### config.mk
export PLATFORM = sky130hd
export DESIGN_NAME = kalman_1d_filter
export DESIGN_NICKNAME = d
export VERILOG_FILES = /design/src/sv/k1df_pkg.sv /design/src/sv/kalman_1d_filter.sv
export SDC_FILE = /design/constraint.sdc
export NUM_CORES = 2
export LEC_CHECK = 0
export ABC_AREA = 1
export BUFFER_PORTS_ARGS = -buffer_cell sky130_fd_sc_hd__buf_2
export CAP_MARGIN = 10
export CORE_MARGIN = 4
export CORE_UTILIZATION = 37
export CTS_CLUSTER_SIZE = 25
export DETAILED_ROUTE_END_ITERATION = 8
export SYNTH_ARGS = -nofsm -noshare
export SYNTH_HDL_FRONTEND = slang
export SYNTH_SLANG_ARGS = --single-unit
### constraint.sdc
create_clock -name clk -period 9.9 [get_ports clk]
set_input_delay 2.475 -clock clk [delete_from_list [all_inputs] [get_ports clk]]
set_output_delay 2.475 -clock clk [all_outputs]
set_load 0.005 [all_outputs]
### src/sv/k1df_pkg.sv
// k1df_pkg: shared types and codes of the scalar fixed-point filter
// sequencer states, configuration register indexes, command and status codes
// no dependencies
`timescale 1ns / 1ps
`default_nettype none

package k1df_pkg;

  localparam int CFG_IDX_W = 3;
  localparam int STAT_W    = 2;

  localparam logic [CFG_IDX_W-1:0] CFG_STATE_COEF       = 3'd0;
  localparam logic [CFG_IDX_W-1:0] CFG_OBS_COEF         = 3'd1;
  localparam logic [CFG_IDX_W-1:0] CFG_PROCESS_NOISE    = 3'd2;
  localparam logic [CFG_IDX_W-1:0] CFG_MEASURE_NOISE    = 3'd3;
  localparam logic [CFG_IDX_W-1:0] CFG_START_ESTIMATE   = 3'd4;
  localparam logic [CFG_IDX_W-1:0] CFG_START_COVARIANCE = 3'd5;

  localparam logic CMD_FILTER  = 1'b0;
  localparam logic CMD_RESTART = 1'b1;

  localparam logic [STAT_W-1:0] STAT_OK   = 2'd0;
  localparam logic [STAT_W-1:0] STAT_SAT  = 2'd1;
  localparam logic [STAT_W-1:0] STAT_ZDEN = 2'd2;

  // one state per product of the update, one for the gain division, plus idle and finish
  typedef enum logic [3:0] {
    S_IDLE,
    S_XP,
    S_AA,
    S_PP,
    S_PH,
    S_DEN,
    S_DIV,
    S_INN,
    S_XN,
    S_KH,
    S_PN,
    S_FIN
  } state_t;

endpackage

`default_nettype wire

### src/sv/kalman_1d_filter.sv
// kalman_1d_filter: scalar fixed-point state estimator with one shared
// chunked multiplier and a bit-serial divider under a small sequencer
// depends on k1df_pkg
`timescale 1ns / 1ps
`default_nettype none

// channel   direction  handshake              payload
// in        input      in_valid / in_stall    in_cmd, in_measurement
// out       output     out_valid / out_stall  out_estimate, out_gain, out_covariance, out_status
// cfg       input      cfg_we                 cfg_index, cfg_data
//
// a measurement runs the nine multiplies on the shared multiplier, whose chunk
// count is NCH = ceil((DATA_WIDTH+1)/16), and the 1 bit per cycle gain divider;
// a nonpositive denominator skips the division and the update, and a restart
// goes straight to the result with the start estimate and covariance
// in_stall stays high until the result is loaded, which waits on a held result
// reset is synchronous, loads the configuration defaults and the start state
module kalman_1d_filter #(
  parameter int FRAC_BITS  = 16,
  parameter int DATA_WIDTH = 32
) (
  input  wire                               clk,
  input  wire                               rst_n,
  input  wire                               in_valid,
  output logic                              in_stall,
  input  wire                               in_cmd,
  input  wire signed [DATA_WIDTH-1:0]       in_measurement,
  output logic                              out_valid,
  input  wire                               out_stall,
  output logic signed [DATA_WIDTH-1:0]      out_estimate,
  output logic signed [DATA_WIDTH-1:0]      out_gain,
  output logic        [DATA_WIDTH-1:0]      out_covariance,
  output logic [k1df_pkg::STAT_W-1:0]       out_status,
  input  wire                               cfg_we,
  input  wire  [k1df_pkg::CFG_IDX_W-1:0]    cfg_index,
  input  wire  [DATA_WIDTH-1:0]             cfg_data
);

  localparam int W     = DATA_WIDTH;
  localparam int IW    = W + 2;            // intermediates span [-2^W, 2^W-1]
  localparam int SW    = W + 3;            // sums of two intermediates
  localparam int MW    = W + 1;            // magnitude of an intermediate
  localparam int MB    = 16;               // multiplier chunk
  localparam int NCH   = (MW + MB - 1) / MB;
  localparam int MBW   = NCH * MB;
  localparam int AW    = 2 * MW;
  localparam int NBITS = MW + FRAC_BITS;   // dividend bits of the gain
  localparam int MAGW  = (AW > NBITS) ? AW : NBITS;
  localparam int CW    = $clog2(NBITS + 2);

  localparam longint unsigned ONE_L  = 64'd1 << FRAC_BITS;
  localparam longint unsigned QRST_L = (ONE_L * 64'd2 + 64'd500) / 64'd1000;
  localparam longint unsigned RRST_L = (ONE_L + 64'd5) / 64'd10;

  localparam logic [IW-1:0] LIM_NEG = IW'(0) - (IW'(1) << W);
  localparam logic [IW-1:0] LIM_M1  = (IW'(1) << W) - IW'(1);
  localparam logic [SW-1:0] ONE_S   = SW'(ONE_L);

  // magnitude to clamped signed intermediate, saturation flag on top
  function automatic logic [IW:0] sat_mag(input logic [MAGW-1:0] m, input logic ng);
    logic [MAGW-1:0] lim;
    logic [IW-1:0]   r;
    logic            s;
    lim = MAGW'(1) << W;
    s   = 1'b0;
    if (ng) begin
      if (m > lim) begin
        r = LIM_NEG;
        s = 1'b1;
      end else begin
        r = IW'(0) - m[IW-1:0];
      end
    end else begin
      if (m >= lim) begin
        r = LIM_M1;
        s = 1'b1;
      end else begin
        r = m[IW-1:0];
      end
    end
    return {s, r};
  endfunction

  function automatic logic [IW:0] clamp_sum(input logic [SW-1:0] v);
    logic [IW-1:0] r;
    logic          s;
    s = 1'b0;
    if ((&v[SW-1:W]) || !(|v[SW-1:W])) begin
      r = v[IW-1:0];
    end else if (v[SW-1]) begin
      r = LIM_NEG;
      s = 1'b1;
    end else begin
      r = LIM_M1;
      s = 1'b1;
    end
    return {s, r};
  endfunction

  // final clamp to the signed output range
  function automatic logic [W:0] fit_signed(input logic [IW-1:0] v);
    logic [W-1:0] r;
    logic         s;
    s = 1'b0;
    if ((&v[IW-1:W-1]) || !(|v[IW-1:W-1])) begin
      r = v[W-1:0];
    end else begin
      r = {v[IW-1], {(W-1){~v[IW-1]}}};
      s = 1'b1;
    end
    return {s, r};
  endfunction

  function automatic logic [MW-1:0] mag_of(input logic [IW-1:0] v);
    logic [IW-1:0] t;
    t = v[IW-1] ? (IW'(0) - v) : v;
    return t[MW-1:0];
  endfunction

  function automatic logic [SW-1:0] sx(input logic [IW-1:0] v);
    return {{(SW-IW){v[IW-1]}}, v};
  endfunction

  // registers
  k1df_pkg::state_t state_r, state_nxt;
  logic [CW-1:0]    cnt_r, cnt_nxt;
  logic             out_valid_r, out_valid_nxt;
  logic             sat_r, sat_nxt;
  logic             zden_r, zden_nxt;
  logic [W-1:0]     a_r, a_nxt, h_r, h_nxt, q_r, q_nxt, r_r, r_nxt;
  logic [W-1:0]     x0_r, x0_nxt, p0_r, p0_nxt;
  logic [W-1:0]     est_r, est_nxt, cov_r, cov_nxt;
  logic [W-1:0]     z_r, z_nxt;
  logic [IW-1:0]    xp_r, xp_nxt, pp_r, pp_nxt, ph_r, ph_nxt;
  logic [IW-1:0]    den_r, den_nxt, k_r, k_nxt, tmp_r, tmp_nxt;
  logic             neg_r, neg_nxt;
  logic [MW-1:0]    ma_r, ma_nxt;
  logic [MBW-1:0]   mb_r, mb_nxt;
  logic [AW-1:0]    acc_r, acc_nxt;
  logic [NBITS-1:0] dvd_r, dvd_nxt, quo_r, quo_nxt;
  logic [W-1:0]     rem_r, rem_nxt;
  logic [W-1:0]     oest_r, oest_nxt, ogain_r, ogain_nxt, ocov_r, ocov_nxt;
  logic [k1df_pkg::STAT_W-1:0] ostat_r, ostat_nxt;

  // datapath
  logic [IW-1:0]    opa, opb;
  logic             mul_st, mul_done;
  logic [MW+MB-1:0] mprod;
  logic [IW-1:0]    mres, dres, cval;
  logic             msat, dsat, csat;
  logic [SW-1:0]    csum;
  logic [W:0]       trial;
  logic [W:0]       fx, fk;
  logic [W-1:0]     fcov;
  logic             fcsat;
  logic [IW-1:0]    a_ext, h_ext, x_ext, p_ext;

  assign a_ext = {{(IW-W){a_r[W-1]}}, a_r};
  assign h_ext = {{(IW-W){h_r[W-1]}}, h_r};
  assign x_ext = {{(IW-W){est_r[W-1]}}, est_r};
  assign p_ext = {{(IW-W){1'b0}}, cov_r};

  assign mprod = ma_r * mb_r[MBW-1 -: MB];
  assign {msat, mres} = sat_mag(MAGW'(acc_r >> FRAC_BITS), neg_r);
  assign {dsat, dres} = sat_mag(MAGW'(quo_r), neg_r);
  assign {csat, cval} = clamp_sum(csum);
  assign trial = {rem_r, dvd_r[NBITS-1]};

  assign fx = fit_signed(xp_r);
  assign fk = fit_signed(k_r);

  always_comb begin
    if (pp_r[IW-1]) begin
      fcov  = '0;
      fcsat = 1'b1;
    end else if (pp_r[W]) begin
      fcov  = '1;
      fcsat = 1'b1;
    end else begin
      fcov  = pp_r[W-1:0];
      fcsat = 1'b0;
    end
  end

  assign in_stall       = (state_r != k1df_pkg::S_IDLE);
  assign out_valid      = out_valid_r;
  assign out_estimate   = oest_r;
  assign out_gain       = ogain_r;
  assign out_covariance = ocov_r;
  assign out_status     = ostat_r;

  // operand routing for the shared multiplier and the post-add
  always_comb begin
    mul_st = 1'b1;
    opa    = '0;
    opb    = '0;
    csum   = '0;
    case (state_r)
      k1df_pkg::S_XP: begin
        opa = a_ext;
        opb = x_ext;
      end
      k1df_pkg::S_AA: begin
        opa = a_ext;
        opb = a_ext;
      end
      k1df_pkg::S_PP: begin
        opa  = tmp_r;
        opb  = p_ext;
        csum = sx(mres) + {{(SW-W){1'b0}}, q_r};
      end
      k1df_pkg::S_PH: begin
        opa = pp_r;
        opb = h_ext;
      end
      k1df_pkg::S_DEN: begin
        opa  = ph_r;
        opb  = h_ext;
        csum = sx(mres) + {{(SW-W){1'b0}}, r_r};
      end
      k1df_pkg::S_INN: begin
        opa  = h_ext;
        opb  = xp_r;
        csum = {{(SW-W){z_r[W-1]}}, z_r} - sx(mres);
      end
      k1df_pkg::S_XN: begin
        opa  = k_r;
        opb  = tmp_r;
        csum = sx(xp_r) + sx(mres);
      end
      k1df_pkg::S_KH: begin
        opa  = k_r;
        opb  = h_ext;
        csum = ONE_S - sx(mres);
      end
      k1df_pkg::S_PN: begin
        opa = tmp_r;
        opb = pp_r;
      end
      default: mul_st = 1'b0;
    endcase
  end

  always_comb begin
    state_nxt     = state_r;
    cnt_nxt       = cnt_r;
    out_valid_nxt = out_valid_r;
    sat_nxt       = sat_r;
    zden_nxt      = zden_r;
    a_nxt         = a_r;
    h_nxt         = h_r;
    q_nxt         = q_r;
    r_nxt         = r_r;
    x0_nxt        = x0_r;
    p0_nxt        = p0_r;
    est_nxt       = est_r;
    cov_nxt       = cov_r;
    z_nxt         = z_r;
    xp_nxt        = xp_r;
    pp_nxt        = pp_r;
    ph_nxt        = ph_r;
    den_nxt       = den_r;
    k_nxt         = k_r;
    tmp_nxt       = tmp_r;
    neg_nxt       = neg_r;
    ma_nxt        = ma_r;
    mb_nxt        = mb_r;
    acc_nxt       = acc_r;
    dvd_nxt       = dvd_r;
    quo_nxt       = quo_r;
    rem_nxt       = rem_r;
    oest_nxt      = oest_r;
    ogain_nxt     = ogain_r;
    ocov_nxt      = ocov_r;
    ostat_nxt     = ostat_r;
    mul_done      = 1'b0;

    if (cfg_we) begin
      case (cfg_index)
        k1df_pkg::CFG_STATE_COEF:       a_nxt  = cfg_data;
        k1df_pkg::CFG_OBS_COEF:         h_nxt  = cfg_data;
        k1df_pkg::CFG_PROCESS_NOISE:    q_nxt  = cfg_data;
        k1df_pkg::CFG_MEASURE_NOISE:    r_nxt  = cfg_data;
        k1df_pkg::CFG_START_ESTIMATE:   x0_nxt = cfg_data;
        k1df_pkg::CFG_START_COVARIANCE: p0_nxt = cfg_data;
        default: ;
      endcase
    end

    if (out_valid_r && !out_stall) begin
      out_valid_nxt = 1'b0;
    end

    // shared multiplier: load magnitudes, then one chunk of b per cycle
    if (mul_st) begin
      if (cnt_r == '0) begin
        neg_nxt = opa[IW-1] ^ opb[IW-1];
        ma_nxt  = mag_of(opa);
        mb_nxt  = MBW'(mag_of(opb));
        acc_nxt = '0;
        cnt_nxt = CW'(1);
      end else if (cnt_r != CW'(NCH + 1)) begin
        acc_nxt = (acc_r << MB) + AW'(mprod);
        mb_nxt  = mb_r << MB;
        cnt_nxt = cnt_r + CW'(1);
      end else begin
        cnt_nxt  = '0;
        mul_done = 1'b1;
      end
    end

    case (state_r)
      k1df_pkg::S_IDLE: begin
        if (in_valid) begin
          z_nxt    = in_measurement;
          sat_nxt  = 1'b0;
          zden_nxt = 1'b0;
          cnt_nxt  = '0;
          if (in_cmd == k1df_pkg::CMD_RESTART) begin
            xp_nxt    = {{(IW-W){x0_r[W-1]}}, x0_r};
            k_nxt     = '0;
            pp_nxt    = {{(IW-W){1'b0}}, p0_r};
            state_nxt = k1df_pkg::S_FIN;
          end else begin
            state_nxt = k1df_pkg::S_XP;
          end
        end
      end
      k1df_pkg::S_XP: begin
        if (mul_done) begin
          xp_nxt    = mres;
          sat_nxt   = sat_r | msat;
          state_nxt = k1df_pkg::S_AA;
        end
      end
      k1df_pkg::S_AA: begin
        if (mul_done) begin
          tmp_nxt   = mres;
          sat_nxt   = sat_r | msat;
          state_nxt = k1df_pkg::S_PP;
        end
      end
      k1df_pkg::S_PP: begin
        if (mul_done) begin
          pp_nxt    = cval;
          sat_nxt   = sat_r | msat | csat;
          state_nxt = k1df_pkg::S_PH;
        end
      end
      k1df_pkg::S_PH: begin
        if (mul_done) begin
          ph_nxt    = mres;
          sat_nxt   = sat_r | msat;
          state_nxt = k1df_pkg::S_DEN;
        end
      end
      k1df_pkg::S_DEN: begin
        if (mul_done) begin
          den_nxt = cval;
          sat_nxt = sat_r | msat | csat;
          // nonpositive denominator: keep the prediction, gain zero
          if (cval[IW-1] || (cval == '0)) begin
            k_nxt     = '0;
            zden_nxt  = 1'b1;
            state_nxt = k1df_pkg::S_FIN;
          end else begin
            state_nxt = k1df_pkg::S_DIV;
          end
        end
      end
      k1df_pkg::S_DIV: begin
        if (cnt_r == '0) begin
          neg_nxt = ph_r[IW-1];
          dvd_nxt = {mag_of(ph_r), {FRAC_BITS{1'b0}}};
          rem_nxt = '0;
          quo_nxt = '0;
          cnt_nxt = CW'(1);
        end else if (cnt_r != CW'(NBITS + 1)) begin
          // restoring division, one quotient bit per cycle
          if (trial >= {1'b0, den_r[W-1:0]}) begin
            rem_nxt = W'(trial - {1'b0, den_r[W-1:0]});
            quo_nxt = {quo_r[NBITS-2:0], 1'b1};
          end else begin
            rem_nxt = trial[W-1:0];
            quo_nxt = {quo_r[NBITS-2:0], 1'b0};
          end
          dvd_nxt = dvd_r << 1;
          cnt_nxt = cnt_r + CW'(1);
        end else begin
          k_nxt     = dres;
          sat_nxt   = sat_r | dsat;
          cnt_nxt   = '0;
          state_nxt = k1df_pkg::S_INN;
        end
      end
      k1df_pkg::S_INN: begin
        if (mul_done) begin
          tmp_nxt   = cval;
          sat_nxt   = sat_r | msat | csat;
          state_nxt = k1df_pkg::S_XN;
        end
      end
      k1df_pkg::S_XN: begin
        if (mul_done) begin
          xp_nxt    = cval;
          sat_nxt   = sat_r | msat | csat;
          state_nxt = k1df_pkg::S_KH;
        end
      end
      k1df_pkg::S_KH: begin
        if (mul_done) begin
          tmp_nxt   = cval;
          sat_nxt   = sat_r | msat | csat;
          state_nxt = k1df_pkg::S_PN;
        end
      end
      k1df_pkg::S_PN: begin
        if (mul_done) begin
          pp_nxt    = mres;
          sat_nxt   = sat_r | msat;
          state_nxt = k1df_pkg::S_FIN;
        end
      end
      k1df_pkg::S_FIN: begin
        // wait until the output register is free
        if (!out_valid_r || !out_stall) begin
          oest_nxt      = fx[W-1:0];
          ogain_nxt     = fk[W-1:0];
          ocov_nxt      = fcov;
          est_nxt       = fx[W-1:0];
          cov_nxt       = fcov;
          out_valid_nxt = 1'b1;
          state_nxt     = k1df_pkg::S_IDLE;
          if (zden_r) begin
            ostat_nxt = k1df_pkg::STAT_ZDEN;
          end else if (sat_r || fx[W] || fk[W] || fcsat) begin
            ostat_nxt = k1df_pkg::STAT_SAT;
          end else begin
            ostat_nxt = k1df_pkg::STAT_OK;
          end
        end
      end
      default: state_nxt = k1df_pkg::S_IDLE;
    endcase
  end

  always_ff @(posedge clk) begin
    if (!rst_n) begin
      state_r     <= k1df_pkg::S_IDLE;
      cnt_r       <= '0;
      out_valid_r <= 1'b0;
      sat_r       <= 1'b0;
      zden_r      <= 1'b0;
      a_r         <= W'(ONE_L);
      h_r         <= W'(ONE_L);
      q_r         <= W'(QRST_L);
      r_r         <= W'(RRST_L);
      x0_r        <= '0;
      p0_r        <= W'(ONE_L);
      est_r       <= '0;
      cov_r       <= W'(ONE_L);
    end else begin
      state_r     <= state_nxt;
      cnt_r       <= cnt_nxt;
      out_valid_r <= out_valid_nxt;
      sat_r       <= sat_nxt;
      zden_r      <= zden_nxt;
      a_r         <= a_nxt;
      h_r         <= h_nxt;
      q_r         <= q_nxt;
      r_r         <= r_nxt;
      x0_r        <= x0_nxt;
      p0_r        <= p0_nxt;
      est_r       <= est_nxt;
      cov_r       <= cov_nxt;
    end
  end

  always_ff @(posedge clk) begin
    z_r     <= z_nxt;
    xp_r    <= xp_nxt;
    pp_r    <= pp_nxt;
    ph_r    <= ph_nxt;
    den_r   <= den_nxt;
    k_r     <= k_nxt;
    tmp_r   <= tmp_nxt;
    neg_r   <= neg_nxt;
    ma_r    <= ma_nxt;
    mb_r    <= mb_nxt;
    acc_r   <= acc_nxt;
    dvd_r   <= dvd_nxt;
    quo_r   <= quo_nxt;
    rem_r   <= rem_nxt;
    oest_r  <= oest_nxt;
    ogain_r <= ogain_nxt;
    ocov_r  <= ocov_nxt;
    ostat_r <= ostat_nxt;
  end

endmodule

`default_nettype wire
==> metrics.md <==
| Metric | Value |
|---|---|
| Starting density of the core | `37.36%` |
| Pins Over Slew Limit | `0` |
| Final period utilization | `83.13%` |
| CP max stage cell | `edfxtp_1` |
| RSZ-0062 raised after global routing | `false` |
| GRT Residual Overflow | `0` |
| Worst reg2reg path startpoint | `mb_r[33]` |
| #FFs+latches synth | `863` |
| Critical Path Source | `mb_r[33]` |
| Min-delay src | `r_r[9]` |
| XOR/XNOR share of the synthesized area | `2.136%` |
| Crit-path max FO | `20` |
| Die width | `425.1 um` |
| Post-CTS setup buffer count | `0` |
| Finish-stage setup viols | `0` |
| Top Ports | `173` |
| Complex-gate fraction of the synthesized area | `14.04%` |
| Largest family of logic cells by synthesized area | `adder cells` |
| Detailed Route Iter0 Violations | `5,953` |
| Largest net degree at the start of global routing | `198` |
| Initial antenna violation count | `1` |
| Synthesized Nets | `8,661` |
| Primary FF master, synth | `edfxtp_1` |
| Number of max-cap violations | `0` |
| Setup TNS | `0 ns` |
| R2R setup slack | `1.67 ns` |
| Post-synth EDFFs | `593` |
| CP endpoint | `acc_r[64]` |
| Core area | `0.1723 mm2` |
| Die Height | `425.1 um` |
| Port Buf Inserts | `172` |
| Clock root cell | `clkbuf_16` |
| Worst Tran Pin Value | `1.392 ns` |
| Most frequent cells in the layout | `1,495 x nand2_1, 1,451 x inv_1, 742 x nor2_1` |
| Worst r2r path cells | `36` |
| Avg Inst Size Synth | `8.171 um2` |
| HPWL Detailed | `189,300 um` |
| Final Hold Viols | `0` |
| First-pass GRT wire length | `365,400 um` |
| Multiplexer share of the synthesized area | `0%` |
| Area grow syn2layout | `10.24%` |
| Cts bufs inserted | `99` |
| GP Congestion | `0.9942` |
| FF-to-FF End | `acc_r[64]` |
| Setup WS post-layout | `1.670 ns` |
| Distinct cell type count after synthesis | `68` |
| H-Tree Depth | `3` |
| Commonest non-fill, non-tap cell in the layout | `nand2_1` |
| Vias per cell | `5.411` |
| Async SR Flop Fraction | `0%` |
| Adder-cell share of the synthesized area | `19.24%` |
| First-pass detailed-route iteration total | `8` |
| Routed WL | `251,500 um` |
| Worst Hold Class | `register to register` |
| Simple-Gate Fraction of Synth Area | `17.48%` |
| Synth Cell Area | `0.06438 mm2` |
| Post-synth top area share | `27.66%` |
| Routed vias | `55,570` |
| Final Skew | `0.08097 ns` |
| Dominant cells by area after synthesis | `edfxtp_1 28%, fa_1 15%, nand2_1 8.7%, inv_1 8.5%, dfxtp_1 8.4%` |
| Seq/Total Area, Yosys | `36.05%` |
| Clock buffer depth | `3` |
| Post-CTS Hold Fix Bufs | `0` |
| Largest area contributor in the netlist | `edfxtp_1` |
| Worst slew margin | `6.498%` |
| Critical Path RT | `10.38 ns` |
| CTS resizes | `0` |
| Post-synthesis cell count | `7,879` |
| # clock sinks | `863` |
| DRC | `0` |
| Upper clock frequency limit | `121.5 MHz` |
| Setup CP Type | `register to register` |
| CP max stage delay | `0.65 ns` |
| Routed wire per std cell | `24.49 um` |
| CTS tree | `built` |
| Outcome | `finished clean` |
| Clk slew on worst S/H paths | `0.06 ns` |
| Latest clock arrival within the worst-skew pair | `0.77 ns` |
| DIE AREA | `0.1807 mm2` |
| Setup Slack @ Placement | `1.702 ns` |
| Yosys warns | `0` |
| Layout cells sized above 1 | `7.692%` |
| Data arrival, critical path | `8.71 ns` |
| Final ANT Viol Nets | `0` |
| FP Rows | `152` |
| Global Route Usage Sum | `27.41%` |
| CP Launch Type | `register` |
| Number of global-route vias before repair | `54,470` |
| Final net count | `8,654` |
| CP Capture Type | `register` |
| Post-layout min period | `8.230 ns` |
[how the worst min path moves through the flow]
stage	endpoint	slack, ns	cells after the start
2_1_floorplan	q_r[1]	0.43	2
3_3_place_gp	cov_r[19]	0.44	2
3_5_place_dp	cov_r[13]	0.44	2
4_1_cts	cov_r[13]	0.45	2
5_1_grt	cov_r[25]	0.47	2
6_report	r_r[9]	0.45	2
[state kept, by name, indices dropped and copies added, names as in the netlist, 34 cells and up]
register	cells
mb_r	48
ph_r	34
tmp_r	34
xp_r	34
k_r	34
quo_r	49
pp_r	34
acc_r	66
[stage by stage]
| stage | instance area, um2 | utilization (%) | hold WS [ns] | instances |
|---|---|---|---|---|
| after detailed placement | 67670 | 39.27 | 0.4444 | 10080 |
| after global placement | 67670 | 39.27 | 0.4385 | 10080 |
| final | 70970 | 41.19 | 0.4530 | 10270 |
| after global routing | 70970 | 41.19 | 0.4727 | 10270 |
| after floorplan | 64380 | - | 0.4292 | 7879 |
| after CTS | 70940 | 41.17 | 0.4538 | 10260 |
[per-layer routing]
layer / track usage (%) / vias to the layer above / routed length (um) / part of all wire (%)
li1: - / 25350 / - / -
met3: 5.203 / 595 / 21930 / 8.7
met5: 0 / - / 13 / 0.0052
met4: 18.61 / 2 / 20490 / 8.1
met1: 35.48 / 26890 / 100400 / 40
met2: 41.59 / 2725 / 108600 / 43
[area by class of cell]
| class | count | area [um2] |
|---|---|---|
| Timing Repair Buffer | 290 | 1768 |
| Sequential cell | 863 | 23210 |
| Inverter | 1480 | 5564 |
| Multi-Input combinational cell | 5138 | 34260 |
| Antenna cell | 2 | 5.005 |
| Tap cell | 2310 | 2890 |
| Fill cell | 17550 | 101300 |
| Clock inverter | 63 | 678.2 |
| Clock buffer | 122 | 2595 |
[kinds of logic after synthesis]
logic type,after synthesis
AOI/OAI and AO/OA,1569
adders and majority gates,709
xor gates and xnor gates,157
buffers and inverters,1878
and+or+nand+nor,2703
DFF,863
[worst max-delay path: cells and delay by family, from the launching register on]
| kind | cells | cell delay, ns |
|---|---|---|
| adders and majority gates | 7 | 3.44 |
| buffers and inverters | 9 | 0.85 |
| DFF | 1 | 0.65 |
| AOI/OAI and AO/OA | 10 | 1.94 |
| and+or+nand+nor | 10 | 1.09 |
[cells in the mapped netlist (all sizes together) (18+ instances only)]
master and instances:
a2111oi 21, nand3 164, nor4 43, nand2 1543, nor2 777, a22oi 28
nor3 95, o22ai 53, inv 1469, buf 38, ha 241, o21ai 596
xnor2 50, a221oi 18, a21oi 555, xor2 107, fa 468, o211ai 45
a211oi 43, o221ai 80, edfxtp 593, clkbuf 360, o21a 40, dfxtp 270
or2 19, a31oi 32, nand4 28
Power is left out: the tool's default activity adds up to more than one toggle a clock period on the data nets, which glitch-free logic cannot reach.
